File: src/rtl/core/tdp_div.sv
// tdp_div: serial restoring divider, one quotient bit per cycle
// gives quotient and remainder; no package dependency

module tdp_div #(
    parameter int W = 32
) (
    input  logic         i_clk,
    input  logic         i_rst_n,
    input  logic         i_start,
    input  logic [W-1:0] i_dividend,
    input  logic [W-1:0] i_divisor,
    output logic         o_busy,
    output logic         o_done,
    output logic [W-1:0] o_quotient,
    output logic [W-1:0] o_remainder
);
    localparam int CW = $clog2(W);

    logic          r_busy;
    logic          r_done;
    logic [CW-1:0] r_cnt;
    logic [W-1:0]  r_rem;
    logic [W-1:0]  r_quo;
    logic [W-1:0]  r_dsr;

    logic [W:0]    partial;
    logic [W:0]    diff;
    logic          ge;

    // shift in next dividend bit, trial subtract
    assign partial = {r_rem, r_quo[W-1]};
    assign diff    = partial - {1'b0, r_dsr};
    assign ge      = (partial >= {1'b0, r_dsr});

    always_ff @(posedge i_clk) begin
        if (!i_rst_n) begin
            r_busy <= 1'b0;
            r_done <= 1'b0;
            r_cnt  <= '0;
        end else begin
            r_done <= 1'b0;
            if (i_start && !r_busy) begin
                r_busy <= 1'b1;
                r_cnt  <= '0;
            end else if (r_busy) begin
                r_cnt <= r_cnt + 1'b1;
                if (r_cnt == CW'(W - 1)) begin
                    r_busy <= 1'b0;
                    r_done <= 1'b1;
                end
            end
        end
    end

    always_ff @(posedge i_clk) begin
        if (i_start && !r_busy) begin
            r_rem <= '0;
            r_quo <= i_dividend;
            r_dsr <= i_divisor;
        end else if (r_busy) begin
            r_rem <= ge ? diff[W-1:0] : partial[W-1:0];
            r_quo <= {r_quo[W-2:0], ge};
        end
    end

    assign o_busy      = r_busy;
    assign o_done      = r_done;
    assign o_quotient  = r_quo;
    assign o_remainder = r_rem;

endmodule

File: config.mk
export PLATFORM = sky130hd
export DESIGN_NAME = tdp_div
export DESIGN_NICKNAME = d
export VERILOG_FILES = /design/src/rtl/core/tdp_div.sv
export SDC_FILE = /design/constraint.sdc
export NUM_CORES = 1
export LEC_CHECK = 0
export ABC_AREA = 0
export BUFFER_PORTS_ARGS = -buffer_cell sky130_fd_sc_hd__buf_4
export CAP_MARGIN = 10
export CORE_ASPECT_RATIO = 0.75
export CORE_MARGIN = 2
export CORE_UTILIZATION = 34
export CTS_CLUSTER_SIZE = 14
export DETAILED_ROUTE_END_ITERATION = 10
export PLACE_DENSITY = 0.53
export SKIP_CTS_REPAIR_TIMING = 1
export SYNTH_ARGS = -nofsm -noshare
export SYNTH_HDL_FRONTEND = slang
export SYNTH_SLANG_ARGS = --single-unit
File: constraint.sdc
create_clock -name i_clk -period 6.1 [get_ports i_clk]
set_input_delay 0 -clock i_clk [delete_from_list [all_inputs] [get_ports i_clk]]
set_output_delay 0 -clock i_clk [all_outputs]
set_load 0.1 [all_outputs]
== Word level (Yosys, flattened, before mapping) ==
Index checks and enable logic that the tools add are counted.

* Bits in registers: 103
* Bits of input ports: 67
* Output and inout port bits: 66
* Word-level logic and storage cells: 24

* Add/subtract/negate cells: 2
* Order comparisons: 1
* Equal/unequal tests: 1
* Muxes and demuxes: 7
* Bitwise operators: 2
* Reductions and logical operators: 5

{| class="wikitable"
|+ Operators by type and width
! cell !! count
|-
| $mux 32 || 3
|-
| $ge 33x32->1 || 1
|-
| $sub 32x32->32 || 1
|-
| $add 5x1->5 const B || 1
|-
| $eq 5x5->1 const B || 1
|-
| $mux 1 || 4
|-
| $reduce_or 3->1 || 1
|-
| $not 1->1 || 2
|-
| $reduce_bool 2->1 || 1
|-
| $reduce_or 2->1 || 1
|-
| $logic_and 1x1->1 || 1
|-
| $logic_not 1->1 || 1
|}

== Depth between registers and ports, before layout ==
Gate-level depths: netlist (run 1).

* Depth after elaboration: 4
* Mapped depth: 12
* Depth with buffers taken out: 11

== Worst setup path before layout (run 1) ==
Ideal clock, no wire load.

* Path type: flip-flop to flip-flop
* Start: register r_rem[25] (netlist: o_remainder[25])
* End: register r_quo[0] (netlist: o_quotient[0]) (data pin)
* Setup time: 0.260 ns
* Arrival time: 3.082 ns
* Required time: 5.840 ns
* Path slack: 2.758 ns
* Cell stages (with the launch flop): 10
* Buffers on the path: 1
* Period minus slack after synthesis: 3.342 ns
* Cell sequence: dfxtp_1 ha_1 buf_4 a21o_1 a21o_1 a221o_1 or3b_1 a21oi_2 o21ai_2 mux2_2

* Longest elaborated chain between the ends: 3

{| class="wikitable"
|+ Ends and longest elaborated chain
! what !! line !! source
|-
| start, declared || 22 || <nowiki>logic [W-1:0] r_rem;</nowiki>
|-
| start signal, assigned || 61 || <nowiki>r_rem <= ge ? diff[W-1:0] : partial[W-1:0];</nowiki>
|-
| $ge 33x32->1 || 33 || <nowiki>assign ge = (partial >= {1'b0, r_dsr});</nowiki>
|-
| $mux 32 || 60 || <nowiki>end else if (r_busy) begin</nowiki>
|-
| $mux 32 || 56 || <nowiki>if (i_start && !r_busy) begin</nowiki>
|-
| end signal, assigned || 58 || <nowiki>r_quo <= i_dividend;</nowiki>
|-
| end signal, assigned || 62 || <nowiki>r_quo <= {r_quo[W-2:0], ge};</nowiki>
|-
| end, declared || 23 || <nowiki>logic [W-1:0] r_quo;</nowiki>
|}

Every way passes these cells. The select of a mux whose other input is x is not followed.
A chain may end at the register's enable or synchronous reset.

== Worst setup path in the final report (run 1) ==
* Start: register r_rem[25] (netlist: o_remainder[25])
* End: register r_rem[30] (netlist: o_remainder[30])

* Longest elaborated chain between the ends: 2
* Elaborated cells on any way between the ends: 3
* Those cells by class: 1 x add/sub; 1 x order compare; 1 x mux

{| class="wikitable"
|+ Ends and longest elaborated chain
! what !! line
|-
| $sub 32x32->32 / $ge 33x32->1 (equally long branches) || 32, 33
|-
| $mux 32 * || 61
|}

Mark *: on every way between the ends. The rest lies on a longest branch, timed or not.

==> impl_results.md, run 1 <==
- Status: finished, final reports clean
- Area of the multi-input gates: 2850 um2
- Total I/O pin count: 133
- Area Growth Syn to Fin: 36.5%
- Die Span Y: 117 um
- Seq/Total Area, Yosys: 46.3%
- DRT Pass-1 Iters: 5
- LEAKAGE: 3.41 nW
- First-pass GRT wire length: 25300 um
- Final Critical Period: 3.29 ns
- Setup crit end kind: flip-flop
- Final net count: 874
- Critical Path RT: 6.35 ns
- Fill cells: 1580
- Mapped cell area: 5840 um2
- Overflow after GRT: 0
- Hold Startpoint: i_divisor[7]
- Final worst-path cycle share: 53.9%
- CTS max path bufs: 2
- Detailed placement HPWL: 11200 um
- Relative slew slack: 46.0%
- VDD IR max: 182 uV
- Total CTS buffers: 9
- Class of the most critical hold timing path: in -> reg
- R2r endpoint: o_remainder[30]$_SDFFE_PP0P_
- Ys flop type: edfxtp_1
- DR WL/cell: 16.0 um
- Most common cell after layout, fill and taps aside: buf_4
- Drt drc: 0
- Async set or reset register ratio after synthesis: 0%
- Hold Crit Depth: 2
- Finish-stage setup viols: 0
- Vias: 5067
- Clock Latency Late Sink: 0.36 ns
- Worst-case clock skew: 0.0116 ns
- CTS HTree Levels: 3
- Antenna diodes: 0
- R2r startpoint: o_remainder[25]$_SDFFE_PP0P_
- Worst reg2reg path depth: 9
- Fin worst setup slack: 2.81 ns
- GP Congestion: 0.876
- Die Width: 155 um
- Mapped Nets: 689
- Initial DRC Count: 319
- Routed WL: 15900 um
- Hold endpoint: r_dsr[7]$_DFFE_PP_
- RSZ-0062 raised after global routing: false
- Root Driver: clkbuf_16
- Vias per cell: 5.11
- Die footprint: 18200 um2
- Area occupied by registers: 2700 um2
- Commonest non-fill, non-tap cells in the layout: buf_4 (137), nand3_1 (71), dlygate4sd3_1 (66)
- Number of flops mapped to enable cells by yosys: 64
- Synth Register Bits: 103
- Port bufs: 132
- Syn avg cell area: 9.95 um2
- Slew @ Worst Pin: 0.811 ns
- Pin count of the biggest net entering global routing: 80
- Cells after synthesis: 587
- Synth warn: 0
- Max Freq: 0.304 GHz
- Reg2Reg Setup Slack: 2.81 ns
- Overall routing resource usage: 17.4%
- Starting density of the core: 34.7%
- Initial antenna violation count: 0
- Post-synthesis cell type count: 60
- Final max-slew violation count: 0
- Clock Sinks: 103
- Hold violation total from the final report: 0
- Row Count: 41
- CP Data Arrival Time: 3.54 ns
- Place WS: 2.81 ns
- Crit Path Max Fanout: 33
- Setup_tns: 0 ns
- CTS tree: built
- Startpoint types: flip-flop
- Critical setup path kind: reg -> reg
- Core Region: 16800 um2
- Pwr per Cell Area: 435 nW/um2
- Layout cell share with drive strength beyond 1: 24.8%
- Antenna-violating nets left: 0
- Clock-pin slew on the worst setup and hold paths: 0.08 ns
- Max_cap viols: 0
- Vias in the first global route: 4895
[synthesized netlist by cell type, drive strengths merged (2+ instances only)]
| cell | number | area share, % |
|---|---|---|
| a211o | 2 | 0.30 |
| a21o | 8 | 1.0 |
| a21oi | 37 | 3.2 |
| a221o | 3 | 0.51 |
| a31oi | 5 | 0.54 |
| a32oi | 10 | 1.5 |
| and2 | 6 | 0.64 |
| and3 | 8 | 0.86 |
| buf | 9 | 0.88 |
| clkbuf | 20 | 1.3 |
| dfxtp | 39 | 13 |
| edfxtp | 64 | 33 |
| ha | 34 | 7.3 |
| inv | 46 | 3.0 |
| mux2 | 32 | 6.2 |
| nand2 | 50 | 3.2 |
| nand3 | 71 | 6.1 |
| nand3b | 2 | 0.26 |
| nand4 | 8 | 0.86 |
| nor2 | 20 | 1.3 |
| nor2b | 8 | 0.86 |
| nor3b | 8 | 1.0 |
| o21a | 11 | 1.4 |
| o21ai | 21 | 1.9 |
| o21bai | 5 | 0.64 |
| o311ai | 7 | 1.0 |
| o31a | 2 | 0.30 |
| o31ai | 2 | 0.34 |
| or3b | 2 | 0.30 |
| xnor2 | 20 | 3.0 |
| xor2 | 8 | 1.2 |
[through the flow]
step,instance area [um2],total power [mW],utilization (%),hold slack (ns),std cells
floorplan,5840,2.46,-,0.0989,587
global placement,7020,2.86,41.7,0.179,910
detailed placement,7020,2.87,41.7,0.179,910
CTS,7310,3.46,43.4,-0.203,926
global route,7970,3.67,47.4,0.345,992
finish,7970,3.47,47.4,0.351,992
[worst max-delay path, stage by stage, from the launching register on]
cell and delay (ns):
dfxtp_1 0.35, ha_1 0.41, a21o_1 0.22, a21o_1 0.18
a221o_1 0.39, or3b_1 0.37, a21oi_2 0.15, o21a_2 0.65
nor4b_1 0.15, a221o_1 0.32
[routing by layer]
| layer | share of wire, % | global-route usage (%) |
|---|---|---|
| met2 | 45 | 26.1 |
| met4 | 1.1 | 4.82 |
| met3 | 4.6 | 4.53 |
| met5 | 0 | 0 |
| met1 | 49 | 24.7 |
[registers in the layout (all words and copies together) (netlist names)]
name and count:
o_quotient 32, o_remainder 32, r_dsr 32, r_cnt 5, o_busy 1, o_done 1
[cells by family (layout without fill, tap and decap cells)]
family | after synthesis | in the layout | synth area share, %
compound gates | 124 | 124 | 14.3
xor+xnor | 28 | 28 | 4.20
fa+ha+maj | 35 | 35 | 7.63
buf+inv | 75 | 265 | 5.12
flops | 103 | 103 | 46.3
mux | 33 | 33 | 6.34
simple gates | 189 | 189 | 16.1
[power by group]
part           switching [mW]  internal (mW)  total, mW
clock network           0.286          0.287      0.573
registers               0.107          0.869      0.977
logic                    1.37          0.545       1.92
[worst max path at each step]
stage	from	endpoint	cells past startpoint
2_1_floorplan	o_remainder[25]$_SDFFE_PP0P_	o_quotient[0]$_DFFE_PP_	9
3_3_place_gp	r_dsr[14]$_DFFE_PP_	o_remainder[27]$_SDFFE_PP0P_	10
3_5_place_dp	o_remainder[25]$_SDFFE_PP0P_	o_remainder[30]$_SDFFE_PP0P_	9
4_1_cts	r_dsr[26]$_DFFE_PP_	o_remainder[30]$_SDFFE_PP0P_	10
5_1_grt	r_dsr[15]$_DFFE_PP_	o_remainder[24]$_SDFFE_PP0P_	10
6_report	o_remainder[25]$_SDFFE_PP0P_	o_remainder[30]$_SDFFE_PP0P_	9
[layout make-up]
class	instances	share of cell area [%]
Multi-Input combinational cell	409	35.7
Sequential cell	103	33.9
Timing Repair Buffer	203	21.2
Tap cell	215	3.38
Clock buffer	9	2.83
Inverter	46	2.17
Clock inverter	7	0.801
(Power assumes the default switching activity.)
==> run 2, diff against run 1 <==
--- a/config.mk
+++ b/config.mk
@@ -5,7 +5,7 @@
 export SDC_FILE = /design/constraint.sdc
 export NUM_CORES = 1
 export LEC_CHECK = 0
-export ABC_AREA = 0
+export ABC_AREA = 1
 export BUFFER_PORTS_ARGS = -buffer_cell sky130_fd_sc_hd__buf_4
 export CAP_MARGIN = 10
 export CORE_ASPECT_RATIO = 0.75
@@ -13,7 +13,7 @@
 export CORE_UTILIZATION = 34
 export CTS_CLUSTER_SIZE = 14
 export DETAILED_ROUTE_END_ITERATION = 10
-export PLACE_DENSITY = 0.53
+export PLACE_DENSITY = 0.52
 export SKIP_CTS_REPAIR_TIMING = 1
 export SYNTH_ARGS = -nofsm -noshare
 export SYNTH_HDL_FRONTEND = slang
==> constraint.sdc (replaced) <==
create_clock -name i_clk -period 3.3 [get_ports i_clk]
set_input_delay 0 -clock i_clk [delete_from_list [all_inputs] [get_ports i_clk]]
set_output_delay 0 -clock i_clk [all_outputs]
set_load 0.1 [all_outputs]
==> impl_results.md, run 2 <==
- Status: finished, final reports clean
- Overall routing resource usage: 19.3% (+1.9 points)
- Clock-pin slew on the worst setup and hold paths: 0.09 ns (about the same)
- Total CTS buffers: 9 (unchanged)
- Fill cells: 2027 (+28%)
- Area Growth Syn to Fin: 32.6%
- Met2 usage: 27.0% (+0.91 points)
- Vias: 6424 (+27%)
- VDD IR max: 365 uV (+100%)
- Placed Area: 7920 um2 (+13%)
- Overflow after GRT: 0 (unchanged)
- Met3 Usage GRT: 6.14% (+1.6 points)
- Synth area leader: edfxtp_1
- Crit Path Max Fanout: 27 (-18%)
- Critical Path RT: 3.51 ns (-2.84 ns)
- Most common cell after layout, fill and taps aside: nand2_1
- Post-synthesis cell type count: 31 (-48%)
- Routed WL: 20000 um (+26%)
- Relative slew slack: 26.9% (-19 points)
- Row Count: 44 (+7.3%)
- DR WL/cell: 14.2 um (-12%)
- Initial antenna violation count: 0 (unchanged)
- Hold violation total from the final report: 0 (unchanged)
- Place WS: 0.677 ns (-2.13 ns)
- Seq/Total Area, Yosys: 40.5% (-5.8 points)
- Slew @ Worst Pin: 1.10 ns (+0.285 ns)
- Antenna-violating nets left: 0 (unchanged)
- GP Congestion: 0.888 (+1.4%)
- Cell area after layout: 8850 um2 (+11%)
- Initial DRC Count: 466 (+46%)
- Antenna diodes: 0 (unchanged)
- Count leader, synth: nand2_1
- Commonest non-fill, non-tap cells in the layout: nand2_1 (401), inv_1 (169), buf_4 (138)
- Final Critical Period: 2.65 ns (-0.639 ns)
- DRT Pass-1 Iters: 5 (unchanged)
- Pin count of the biggest net entering global routing: 64 (-20%)
- Class of the most critical hold timing path: in -> reg
- Final max-slew violation count: 0 (unchanged)
- Startpoint types: flip-flop
- Core Region: 19300 um2 (+15%)
- Number of flops mapped to enable cells by yosys: 64 (unchanged)
- Cells after synthesis: 963 (+64%)
- First-pass GRT wire length: 31700 um (+25%)
- Setup_tns: 0 ns (unchanged)
- Total I/O pin count: 133 (unchanged)
- Pwr per Cell Area: 755 nW/um2 (+74%)
- Port bufs: 132 (unchanged)
- Async set or reset register ratio after synthesis: 0% (unchanged)
- Mapped Nets: 1065 (+55%)
- Met1 GRT Util: 28.8% (+4.0 points)
- Finish-stage setup viols: 0 (unchanged)
- Vias per cell: 4.55 (-11%)
- Root Driver: clkbuf_16
- Synth warn: 0 (unchanged)
- Max Freq: 0.378 GHz (+24%)
- Starting density of the core: 34.5% (-0.17 points)
- Mapped cell area: 6670 um2 (+14%)
- Drt drc: 0 (unchanged)
- CTS max path bufs: 2 (unchanged)
- Final worst-path cycle share: 80.2% (+26 points)
- Max_cap viols: 0 (unchanged)
- RSZ-0062 raised after global routing: false
- CTS tree: built
- CP Data Arrival Time: 2.86 ns (-0.68 ns)
- Synth Register Bits: 103 (unchanged)
- Global route hottest layer: met1
- Setup crit end kind: flip-flop
- CTS HTree Levels: 3 (unchanged)
- Post-layout util: 45.8% (-1.6 points)
- Area contributors post-synth: edfxtp_1 (29%), nand2_1 (23%), dfxtp_1 (12%), inv_1 (9.6%), ha_1 (6.4%)
- LEAKAGE: 4.61 nW (+35%)
- Die Width: 166 um (+6.7%)
- Clock Latency Late Sink: 0.37 ns (about the same)
- Syn avg cell area: 6.93 um2 (-30%)
- Critical setup path kind: reg -> reg
- Clock Sinks: 103 (unchanged)
- Worst-case clock skew: 0.0187 ns (+0.00714 ns)
- Layout cell share with drive strength beyond 1: 14.4% (-10 points)
- Die footprint: 20800 um2 (+14%)
- Ys flop type: edfxtp_1
- Most frequent cells after synthesis: nand2_1 (401), inv_1 (170), nand3_1 (72)
- Vias in the first global route: 5930 (+21%)
- Detailed placement HPWL: 14800 um (+32%)
- Die Span Y: 125 um (+6.7%)
- Power consumption: 6.68 mW (+93%)
- Fin worst setup slack: 0.653 ns (-2.16 ns)
- Final net count: 1257 (+44%)
- Synth top area share: 28.8% (-4.1 points)
[run 2: cell count changes after synthesis, sizes merged, moves of 13 or more]
cell / change
inv: +126
nand2: +355
nor2: +29
a21oi: -13
mux2: -32
nand3b: +20
[run 2: critical path: stages (launching register included)]
cell	delay, ns
edfxtp_1	0.34
inv_1	0.04
ha_1	0.34
nand2_1	0.16
inv_1	0.06
nand2_1	0.06
nand2_1	0.13
nand2_1	0.09
nand2_1	0.06
nand2_1	0.07
nand2_1	0.08
a21oi_4	0.31
buf_4	0.42
nand3_1	0.13
nand3_1	0.11
o21ai_1	0.07
[run 2: logic make-up (layout without fill, tap and decap cells)]
| logic type | Yosys count | count (layout) | synth area share (%) |
|---|---|---|---|
| xor+xnor | 15 | 15 | 1.97 |
| fa+ha+maj | 35 | 35 | 6.68 |
| simple gates | 568 | 568 | 35.5 |
| flops | 103 | 103 | 40.5 |
| compound gates | 48 | 48 | 3.92 |
| buf+inv | 194 | 391 | 11.4 |
[run 2: final cells by class]
class | instances | area (um2) | area share (%)
clock inverter | 6 | 57.6 | 0.651
inverter | 173 | 649 | 7.34
tap | 253 | 317 | 3.58
timing repair buffer | 202 | 1680 | 19.0
clock buffer | 10 | 229 | 2.59
multi-input combinational | 666 | 3220 | 36.3
sequential | 103 | 2700 | 30.5
[run 2: stage by stage]
stage               instances  hold slack [ns]
finish                   1413           0.0151
global route             1413           0.0349
global placement         1333            0.179
detailed placement       1333            0.179
floorplan                 963           0.0989
CTS                      1349           -0.213
[run 2: report_power, final]
group / internal, mW / switching (mW) / leakage (nW) / total (mW)
combinational: 1.03 / 2.80 / 3.51 / 3.83
sequential: 1.60 / 0.165 / 0.955 / 1.76
clock: 0.534 / 0.553 / 0.142 / 1.09
[run 2: final timing paths]
path	from	endpoint	slack, ns	cells after the start
max	r_dsr[19]$_DFFE_PP_	o_remainder[20]$_SDFFE_PP0P_	0.65	15
min	i_dividend[0]	o_quotient[0]$_DFFE_PP_	0.02	3
max reg2reg	r_dsr[19]$_DFFE_PP_	o_remainder[20]$_SDFFE_PP0P_	0.65	15
min reg2reg	r_cnt[4]$_SDFFE_PP0P_	r_cnt[4]$_SDFFE_PP0P_	0.47	2
[run 2: metal layers]
layer  vias to the layer above  wire length (um)
met4                         0               211
met2                       188              8020
met1                      2856             10200
met3                        14              1520
li1                       3366                 -
met5                         -                 0
==> run 3, diff against run 2 <==
--- a/config.mk
+++ b/config.mk
@@ -13,7 +13,7 @@
 export CORE_UTILIZATION = 34
 export CTS_CLUSTER_SIZE = 14
 export DETAILED_ROUTE_END_ITERATION = 10
-export PLACE_DENSITY = 0.52
+export PLACE_DENSITY = 0.54
 export SKIP_CTS_REPAIR_TIMING = 1
 export SYNTH_ARGS = -nofsm -noshare
 export SYNTH_HDL_FRONTEND = slang
==> constraint.sdc (replaced) <==
create_clock -name i_clk -period 2.1 [get_ports i_clk]
set_input_delay 0 -clock i_clk [delete_from_list [all_inputs] [get_ports i_clk]]
set_output_delay 0 -clock i_clk [all_outputs]
set_load 0.1 [all_outputs]
==> impl_results.md, run 3 (synthesized netlist as in run 2, its figures left out) <==
- Initial DRC Count: 380 (-18%)
- Die Span Y: 125 um (unchanged)
- Max_cap viols: 0 (unchanged)
- Root Driver: clkbuf_16
- Crit Path Max Fanout: 7 (-74%)
- VDD IR max: 635 uV (+74%)
- Crit path cell chain: inv_1, ha_4, nand2_4, nor2_4, nand2_2, nor2_2, nand2_1, nand3_2, a21oi_4, buf_12, nand2_8, clkbuf_16, nand2_1, nand3_1, o21ai_1
- DRT Pass-1 Iters: 5 (unchanged)
- CP max stage delay: 0.35 ns (-0.07 ns)
- Worst-case clock skew: 0.0177 ns (-0.000981 ns)
- Total I/O pin count: 133 (unchanged)
- Pwr per Cell Area: 1200 nW/um2 (+59%)
- GP Congestion: 0.938 (+5.6%)
- Post-layout util: 53.6% (+7.8 points)
- Overall routing resource usage: 18.9% (-0.35 points)
- Clock Latency Late Sink: 0.37 ns (about the same)
- Routed WL: 21100 um (+5.4%)
- CP Data Arrival Time: 2.34 ns (-0.52 ns)
- Layout cell share with drive strength beyond 1: 33.2% (+19 points)
- Top cell family by delay on the critical path: simple AND/OR/NAND/NOR gates
- Vias: 6759 (+5.2%)
- CP bufs+invs: 3 (unchanged)
- Final max-slew violation count: 0 (unchanged)
- RSZ-0062 raised after global routing: true
- Antenna-violating nets left: 0 (unchanged)
- Final worst-path cycle share: 99.5% (+19 points)
- Vias in the first global route: 6058 (+2.2%)
- Slew @ Worst Pin: 0.519 ns (-0.577 ns)
- Clock Sinks: 103 (unchanged)
- Fill cells: 1852 (-8.6%)
- Cell area after layout: 10400 um2 (+17%)
- Pin count of the biggest net entering global routing: 41 (-36%)
- Placed Area: 8480 um2 (+7.1%)
- Row Count: 44 (unchanged)
- Most common cell after layout, fill and taps aside: nand2_1
- CTS tree: built
- CP max-delay cell: edfxtp_1
- Hold violation total from the final report: 1 (+1)
- First-pass GRT wire length: 31400 um (-0.74%)
- Cell mode on critical path: nand2_1
- Drt drc: 0 (unchanged)
- Clock-pin slew on the worst setup and hold paths: 0.09 ns (about the same)
- CTS max path bufs: 2 (unchanged)
- Area occupied by registers: 2740 um2 (+1.5%)
- Class of the most critical hold timing path: in -> reg
- Starting density of the core: 34.5% (unchanged)
- Final Critical Period: 2.09 ns (-0.558 ns)
- Detailed placement HPWL: 15200 um (+3.1%)
- Antenna diodes: 0 (unchanged)
- Area of the multi-input gates: 3980 um2 (+24%)
- Power consumption: 12.4 mW (+86%)
- Core Region: 19300 um2 (unchanged)
- DR WL/cell: 14.2 um (+0.36%)
- Final Instance Count excl. Fillers: 1484 (+5.0%)
- Final net count: 1328 (+5.6%)
- Cell count after placement: 1391 (+4.4%)
- CTS HTree Levels: 3 (unchanged)
- Commonest non-fill, non-tap cells in the layout: nand2_1 (345), buf_4 (197), inv_1 (157)
- Status: finished, violations left
- Initial antenna violation count: 0 (unchanged)
- Port bufs: 132 (unchanged)
- Finish-stage setup viols: 0 (unchanged)
- Area Growth Syn to Fin: 55.1%
- Critical Path RT: 2.35 ns (-1.16 ns)
- Final Hold Slack: -0.00386 ns (-0.0189 ns)
- Overflow after GRT: 0 (unchanged)
- Failing checks: negative hold slack
- Relative slew slack: 65.4% (+39 points)
- LEAKAGE: 5.13 nW (+11%)
- Startpoint types: flip-flop
- Critical setup path kind: reg -> reg
- Max Freq: 0.479 GHz (+27%)
- Die footprint: 20800 um2 (unchanged)
- Vias per cell: 4.55 (+0.18%)
- Setup crit end kind: flip-flop
- Die Width: 166 um (unchanged)
- Total CTS buffers: 9 (unchanged)
==> run 3: cell types whose count changed in the layout (fill, tap and decap cells not counted), sizes merged <==
cell,delta
buf,+67
clkbuf,+3
clkinv,+1
==> run 3: power by group <==
group	internal [mW]	total (mW)	switching, mW	leakage [nW]
Clock	0.873	1.80	0.927	0.155
Combinational	2.80	7.78	4.99	4.01
Sequential	2.55	2.86	0.311	0.965
Total	6.22	12.4	6.22	5.13
==> run 3: final cells by class <==
cell class / instances / area share [%]
inverter: 173 / 6.27
sequential: 103 / 26.5
tap: 253 / 3.06
multi-input combinational: 666 / 38.4
clock buffer: 9 / 2.18
clock inverter: 7 / 0.882
timing repair buffer: 273 / 22.7
==> run 3: path summary, 6_finish.rpt <==
path	from	end	slack (ns)	cells after the start
worst min register to register	r_cnt[4]$_SDFFE_PP0P_	r_cnt[4]$_SDFFE_PP0P_	0.48	2
worst min-delay path	i_dividend[0]	o_quotient[0]$_DFFE_PP_	-0.004	3
worst max register to register	r_dsr[12]$_DFFE_PP_	o_remainder[2]$_SDFFE_PP0P_	0.01	15
worst max-delay path	r_dsr[12]$_DFFE_PP_	o_remainder[2]$_SDFFE_PP0P_	0.01	15
==> run 3: metrics by stage <==
| stage | worst slack [ns] | hold WS (ns) | setup TNS, ns |
|---|---|---|---|
| after floorplan | -0.336 | 0.0989 | -7.77 |
| after global placement | 0.0215 | 0.179 | 0 |
| after detailed placement | -0.00890 | 0.179 | -0.0180 |
| after CTS | -0.0442 | -0.218 | -0.482 |
| after global routing | -0.0722 | 0.0167 | -1.74 |
| final | 0.0114 | -0.00386 | 0 |
==> run 3: layer usage <==
metal  wire, um  share of wire [%]  vias to the layer above  track usage [%]
met4        191               0.91                        0             3.63
met1      10700                 51                     3060             28.3
met2       8860                 42                      173             27.2
met3       1350                6.4                       11             5.51
li1           -                  -                     3515                -
met5          0                  0                        -                0
==> run 3: worst reg2reg max path, stage by stage, from the launching register on <==
cell       delay [ns]
edfxtp_1         0.35
inv_1            0.08
ha_4             0.31
nand2_4          0.07
nor2_4           0.13
nand2_2          0.06
nor2_2           0.12
nand2_1          0.08
nand3_2          0.09
a21oi_4          0.07
buf_12           0.14
nand2_8          0.12
clkbuf_16        0.17
nand2_1          0.06
nand3_1          0.07
o21ai_1          0.07
